<file path="config.mk">
export PLATFORM = sky130hd
export DESIGN_NAME = hslp_hash
export DESIGN_NICKNAME = d
export VERILOG_FILES = /design/src/design/hslp_pkg.sv /design/src/design/hslp_hash.sv
export SDC_FILE = /design/constraint.sdc
export NUM_CORES = 1
export LEC_CHECK = 0
export ABC_AREA = 0
export BUFFER_PORTS_ARGS = -buffer_cell sky130_fd_sc_hd__clkbuf_2
export CORE_ASPECT_RATIO = 1.4
export CORE_MARGIN = 3
export CORE_UTILIZATION = 45
export DETAILED_ROUTE_END_ITERATION = 10
export GPL_TIMING_DRIVEN = 0
export HOLD_SLACK_MARGIN = 0.1
export PLACE_DENSITY = 0.67
export SKIP_LAST_GASP = 1
export SYNTH_ARGS = -nofsm -noshare
export SYNTH_HDL_FRONTEND = slang
export SYNTH_SLANG_ARGS = --single-unit
</file>
<file path="constraint.sdc">
create_clock -name clk_i -period 17.55 [get_ports clk_i]
set_input_delay 0 -clock clk_i [delete_from_list [all_inputs] [get_ports clk_i]]
set_output_delay 0 -clock clk_i [all_outputs]
set_load 0.005 [all_outputs]
</file>
<file path="src/design/hslp_pkg.sv">
// Package for the hashed slot map: opcodes, status codes, table entry type
// and hash constants. Used by every module of the block.
package hslp_pkg;

  localparam int unsigned SLOTS_DEF     = 1024;
  localparam int unsigned HANDLE_BITS   = 16;
  localparam int unsigned KEY_WORDS_MAX = 2;

  localparam logic [31:0] FNV_BASIS = 32'd2166136261;
  localparam logic [31:0] FNV_PRIME = 32'd16777619;

  localparam logic [1:0] OP_ADD      = 2'd0;
  localparam logic [1:0] OP_REMOVE   = 2'd1;
  localparam logic [1:0] OP_LOOKUP   = 2'd2;
  localparam logic [1:0] OP_CONTAINS = 2'd3;

  localparam logic [2:0] ST_OK        = 3'd0;
  localparam logic [2:0] ST_NOT_FOUND = 3'd1;
  localparam logic [2:0] ST_DUP       = 3'd2;
  localparam logic [2:0] ST_FULL      = 3'd3;
  localparam logic [2:0] ST_BAD_SLOT  = 3'd4;

  localparam logic [1:0] CFG_KEY_WORDS  = 2'd0;
  localparam logic [1:0] CFG_TOMBSTONE  = 2'd1;
  localparam logic [1:0] CFG_SUBSTITUTE = 2'd2;

  typedef struct packed {
    logic [31:0]            tag;
    logic [HANDLE_BITS-1:0] handle;
    logic [63:0]            key;
  } entry_t;

endpackage

</file>
<file path="src/design/hslp_hash.sv">
// Iterative FNV-1a hash, one key byte per cycle, with substitute code.
// Depends on hslp_pkg.
module hslp_hash import hslp_pkg::*; (
  input  logic        clk_i,
  input  logic        rst_ni,
  input  logic        start_i,
  input  logic        two_words_i,
  input  logic [63:0] key_i,
  input  logic [31:0] tomb_i,
  input  logic [31:0] subst_i,
  output logic        done_o,
  output logic [31:0] hash_o
);

  logic        busy_q;
  logic        done_q;
  logic [2:0]  idx_q;
  logic [2:0]  last_q;
  logic [31:0] h_q;
  logic [7:0]  byte_sel;

  assign byte_sel = key_i[{idx_q, 3'b000} +: 8];

  always_ff @(posedge clk_i or negedge rst_ni) begin
    if (!rst_ni) begin
      busy_q <= 1'b0;
      done_q <= 1'b0;
      idx_q  <= '0;
      last_q <= '0;
    end else begin
      done_q <= 1'b0;
      if (start_i) begin
        busy_q <= 1'b1;
        idx_q  <= '0;
        last_q <= two_words_i ? 3'd7 : 3'd3;
      end else if (busy_q) begin
        if (idx_q == last_q) begin
          busy_q <= 1'b0;
          done_q <= 1'b1;
        end else begin
          idx_q <= idx_q + 3'd1;
        end
      end
    end
  end

  always_ff @(posedge clk_i) begin
    if (start_i) begin
      h_q <= FNV_BASIS;
    end else if (busy_q) begin
      h_q <= (h_q ^ {24'd0, byte_sel}) * FNV_PRIME;
    end
  end

  assign done_o = done_q;
  assign hash_o = (h_q == 32'd0 || h_q == tomb_i) ? subst_i : h_q;

endmodule

</file>
==> metrics.txt, run 1 <==
synth unique cells 55; die area 0.0208 mm2; CP required 17.72 ns; crit path cell chain buf_2 > buf_1 > mux4_2 > mux2i_1 > xnor2_1 > ha_1 > ha_1 > fa_1 > ha_1 > fa_1 > ha_1 > inv_1 > fa_1 > inv_1 > ha_1 > a2111oi_0 > a31oi_1 > a21oi_1 > o311ai_2 > mux2i_1 > a311o_1; met3 Use GR 3.40%; met2 Track Usage GR 42.0%; MaxCap Viol Count 0; main flop type after synthesis dfxtp_1; routability cong. 0.876; worst slew pin tran 1.16 ns; Syn Nets 1311; hold bufs inserted after CTS 2; Post-Syn Instances 912; DRT Pass-1 Iters 7; layout cell share with drive strength beyond 1 20.7%; Crit-path slowest cell xnor2_1; asr flop ratio synth 17.9%; Seq cells post-synth 39; root buffer cell clkbuf_16; Die Y-Extent 169 um; Syn Std Cell Area 0.00857 mm2; final number of setup-violating endpoints 0; clk_skew 0.00645 ns; drt drc 0; Post-Route WL 24.6 mm; crit path max fanout 10; # resized after CTS 0; area growth from synthesis to layout 15.0%; Cell Rows 59; Synth area leaders ha_1, fa_1, inv_1; Max Root-Sink Buffers 2; Ys Warns 0; Worst-Skew Late Latency 0.28 ns; Hold Violations, Final 0; final-report max-slew violation count 0; I/O Pins 165; GR Overflow Total 0; cts bufs inserted 5; vias in the first global route 7115; routed len/inst 18.5 um; Clock Sinks 39; largest net degree at the start of global routing 12; grt peak-use layer met2; Via Count 7047; ANT nets after route 0; Initial DRC Count 346; Hold Path Class in2async; Seq/Total Area, Yosys 9.52%; RSZ-0062 raised after global routing false; Most common cell on crit path ha_1; run status finished, final reports clean; relative slew slack 21.8%; dominant cell type by area after synthesis ha_1; Vias/cell 5.30; commonest non-fill, non-tap cell in the layout inv_1; Initial Utilization 45.9%; Worst EP arrival 7.52 ns; Startpoint Class register; Post-CTS Setup Repair Bufs 0; Crit. End Element register; number of port buffers 164; Post-synth EDFFs 0; CTS tree yes; die width 123 um; met1 GRT Util 28.8%; DP HPWL 20.9 mm; # nets final 1484; first-pass GRT wire length 37.6 mm; most frequent cells in the layout inv_1, ha_1, clkbuf_2, fa_1, xor2_1; area share of the largest cell type after synthesis 28.2%; TNS Setup 0 ns; diodes inserted 0; Setup Crit Path Kind reg2reg; crit-path max cell delay 0.91 ns; Post-Syn Area per Cell 9.40 um2; clk slew on worst S/H paths 0.06 ns; period utilization 41.8%; Core Area 0.0187 mm2; GRT Overall Usage 23.7%; H-tree depth 2; Final Critical Period 7.34 ns; achievable frequency 136 MHz; initial antenna violation count 3
-- state kept, by name, indices dropped and copies added (netlist names) --
name	cells
h_q	32
idx_q	3
last_q	2
busy_q	1
done_o	1
-- logic make-up (layout without fill, tap and decap cells) --
family	count (synthesis)	after routing	share of synthesized area [%]
AO/OA/AOI/OAI	122	122	9.18
XOR/XNOR	82	82	8.60
adder cells (fa/ha/maj)	267	267	45.5
buffers and inverters	230	404	10.3
flip-flops	39	39	9.52
multiplexers	64	64	10.7
AND/OR/NAND/NOR	108	108	6.21
-- worst max-delay path: cells and delay by family, from the launching register on --
family | cells | cell delay, ns
AO/OA/AOI/OAI | 5 | 1.71
XOR/XNOR | 1 | 0.91
adder cells (fa/ha/maj) | 8 | 2.90
buffers and inverters | 4 | 0.80
flip-flops | 1 | 0.34
multiplexers | 3 | 0.56
-- metrics by stage --
| stage | setup slack [ns] | cells | utilization [%] | hold WS, ns | instance area, um2 |
|---|---|---|---|---|---|
| after floorplan | 11.36 | 912 | - | -0.296 | 8570 |
| after global placement | 10.35 | 1320 | 51.9 | -0.140 | 9700 |
| after detailed placement | 10.24 | 1320 | 51.9 | -0.141 | 9700 |
| after CTS | 10.26 | 1330 | 52.8 | 0.122 | 9850 |
| after global routing | 9.86 | 1330 | 52.8 | 0.144 | 9850 |
| final | 10.21 | 1330 | 52.8 | 0.122 | 9850 |
-- routing by layer --
layer	vias up	routed length (um)
met5	-	24
met4	4	935
met3	52	1140
met2	173	12800
met1	3418	9670
li1	3400	-
-- final timing paths --
check                           cells after the start  slack, ns      start         to
min in group clk_i                                  4       0.22    start_i    h_q[30]
worst max register to register                     21      10.21   idx_q[1]    h_q[28]
worst min-delay path                                2       0.12     rst_ni     done_o
worst min register to register                      1       0.51  last_q[1]  last_q[1]
max in group asynchronous                           2      17.24     rst_ni  last_q[2]
worst max-delay path                               21      10.21   idx_q[1]    h_q[28]
-- layout make-up --
type                            instances  area, um2
Multi-Input combinational cell        643       6870
Tap cell                              244        305
Timing Repair Buffer                  166        841
Clock buffer                            7        133
Clock inverter                          1       5.00
Fill cell                            1794       8820
Sequential cell                        39        816
Inverter                              209        785
Buffer                                 21       97.6
-- synthesized netlist by cell type (all sizes together), types with 3 or more instances --
cell type,instances
or3,3
o311ai,3
xor2,44
buf,11
nand3,8
a211o,3
nor4,12
and2,3
a31oi,4
clkbuf,10
dfxtp,32
ha,193
o31ai,3
o211ai,7
xnor2,38
a311o,3
nor2,26
mux4,16
fa,74
o21bai,6
or4,3
nand4b,3
mux2,32
o22ai,5
nor3,3
or2,3
a21oi,35
nand2,34
mux2i,16
a211oi,9
nand4,4
dfrtp,7
inv,209
a21o,12
o21ai,24
Power of run 1 is left out: the tool's default activity adds up to more than one toggle a clock period on the data nets, which glitch-free logic cannot reach.
==> run 2: changes to the inputs <==
==> constraint.sdc (replaced) <==
create_clock -name clk_i -period 7.4 [get_ports clk_i]
set_input_delay 0 -clock clk_i [delete_from_list [all_inputs] [get_ports clk_i]]
set_output_delay 0 -clock clk_i [all_outputs]
set_load 0.005 [all_outputs]
==> run 2 against run 1 <==
- worst setup slack got worse by 9.9 ns
- final cell count did not move
- largest cell class unchanged
- critical path type unchanged
- highest routed layer unchanged
- die area did not move
==> metrics.txt, run 2 (synthesis results as in run 1) <==
first-pass GRT wire length 37.6 mm (unchanged); final-report max-slew violation count 0 (unchanged); routed len/inst 18.5 um (-0.26%); most frequent cells in the layout inv_1, ha_1, clkbuf_2, fa_1, xor2_1; Largest regs h_q x32, idx_q x3, last_q x2; Post-Route WL 24.5 mm (-0.26%); RSZ-0062 raised after global routing false; MaxCap Viol Count 0 (unchanged); Hold Path Class in2async; Cell Rows 59 (unchanged); period utilization 95.2% (+53 points); Final Critical Period 7.05 ns (-0.296 ns); ANT nets after route 0 (unchanged); reg-to-reg setup timing slack 0.35 ns (-9.85 ns); worst slew pin tran 0.896 ns (-0.268 ns); CTS tree yes; Initial Utilization 45.9% (unchanged); GRT Overall Usage 23.7% (unchanged); # nets final 1484 (unchanged); Startpoint Class register; Worst EP arrival 7.22 ns (-0.30 ns); reg-to-reg endpoint h_q[28]; CP required 7.57 ns (-10.15 ns); final number of setup-violating endpoints 0 (unchanged); Crit. End Element register; I/O Pins 165 (unchanged); area growth from synthesis to layout 15.2%; H-tree depth 2 (unchanged); Core Area 0.0187 mm2 (unchanged); routability cong. 0.876 (unchanged); initial antenna violation count 3 (unchanged); Top reg by flops h_q; drt drc 0 (unchanged); Initial DRC Count 342 (-1.2%); diodes inserted 0 (unchanged); Hold Violations, Final 0 (unchanged); Via Count 7035 (-0.17%); relative slew slack 39.8% (+18 points); Clock Sinks 39 (unchanged); GR Overflow Total 0 (unchanged); TNS Setup 0 ns (unchanged); DP HPWL 20.9 mm (unchanged); number of port buffers 164 (unchanged); clk_skew 0.00500 ns (-0.00145 ns); Vias/cell 5.29 (-0.17%); DRT Pass-1 Iters 5 (-2); largest net degree at the start of global routing 12 (unchanged); Die Y-Extent 169 um (unchanged); clk slew on worst S/H paths 0.06 ns (about the same); cts bufs inserted 5 (unchanged); Reg-to-Reg Start idx_q[1]; root buffer cell clkbuf_16; Post-CTS Setup Repair Bufs 0 (unchanged); die width 123 um (unchanged); max FFs per register 32 (unchanged); achievable frequency 142 MHz (+4.2%); crit path max fanout 10 (unchanged); worst reg2reg path depth 23 (+9.5%); layout cell share with drive strength beyond 1 21.0% (+0.28 points); Max Root-Sink Buffers 2 (unchanged); vias in the first global route 7115 (unchanged); die area 0.0208 mm2 (unchanged); run status finished, final reports clean; Worst-Skew Late Latency 0.28 ns (about the same); Setup Crit Path Kind reg2reg; commonest non-fill, non-tap cell in the layout inv_1
==> run 2: cell counts in the layout (fill, tap and decap cells not counted) <==
No cell type changed its count.
==> run 2: worst max path at each step <==
stage          endpoint  startpoint
4_1_cts         h_q[28]    idx_q[1]
3_3_place_gp    h_q[28]    idx_q[1]
3_5_place_dp    h_q[28]    idx_q[1]
2_1_floorplan   h_q[28]    idx_q[0]
5_1_grt         h_q[28]    idx_q[1]
6_report        h_q[28]    idx_q[1]
==> run 2: metrics by stage <==
stage	worst slack (ns)	cell area, um2	utilization (%)	instances	hold slack, ns
global placement	0.199	9700	51.9	1320	-0.140
floorplan	1.21	8570	-	912	-0.296
detailed placement	0.0944	9700	51.9	1320	-0.141
finish	0.353	9880	52.9	1330	0.121
global route	0.0666	9880	52.9	1330	0.144
CTS	0.113	9850	52.8	1330	0.122
==> run 2: layout make-up <==
class / count / area, um2
fill: 1798 / 8800
buffer: 21 / 97.6
multi-input combinational: 643 / 6890
inverter: 209 / 785
timing repair buffer: 166 / 841
tap: 244 / 305
sequential: 39 / 816
clock buffer: 7 / 133
clock inverter: 1 / 5.00
==> run 2: critical path, stage by stage (launching register included) <==
cell      delay, ns
dfrtp_1        0.34
buf_2          0.23
buf_1          0.49
mux4_2         0.41
mux2i_1        0.33
xnor2_1        0.28
ha_1           0.31
ha_1           0.35
fa_1           0.46
ha_1           0.23
fa_1           0.44
ha_1           0.28
inv_1          0.04
fa_1           0.48
inv_1          0.04
ha_1           0.33
a21o_1         0.20
a21o_1         0.18
a21oi_1        0.22
a31oi_1        0.15
a21oi_1        0.50
o311ai_2       0.18
mux2i_1        0.15
a311o_1        0.31
==> run 2: layer usage <==
layer / part of all wire (%) / up-vias / wire length, um / track usage, %
met2: 52 / 170 / 12800 / 42.0
met4: 3.9 / 4 / 948 / 8.87
li1: - / 3401 / - / -
met1: 39 / 3404 / 9610 / 28.8
met5: 0.098 / - / 24 / 0
met3: 4.7 / 56 / 1160 / 3.40
==> run 2: repair_timing <==
action                                 CTS  global route
hold buffers                             2             0
endpoints found under the hold margin    8             0
setup endpoints to repair                0             6
gates resized for setup                  0             3
Power of run 2 is left out for the same reason.
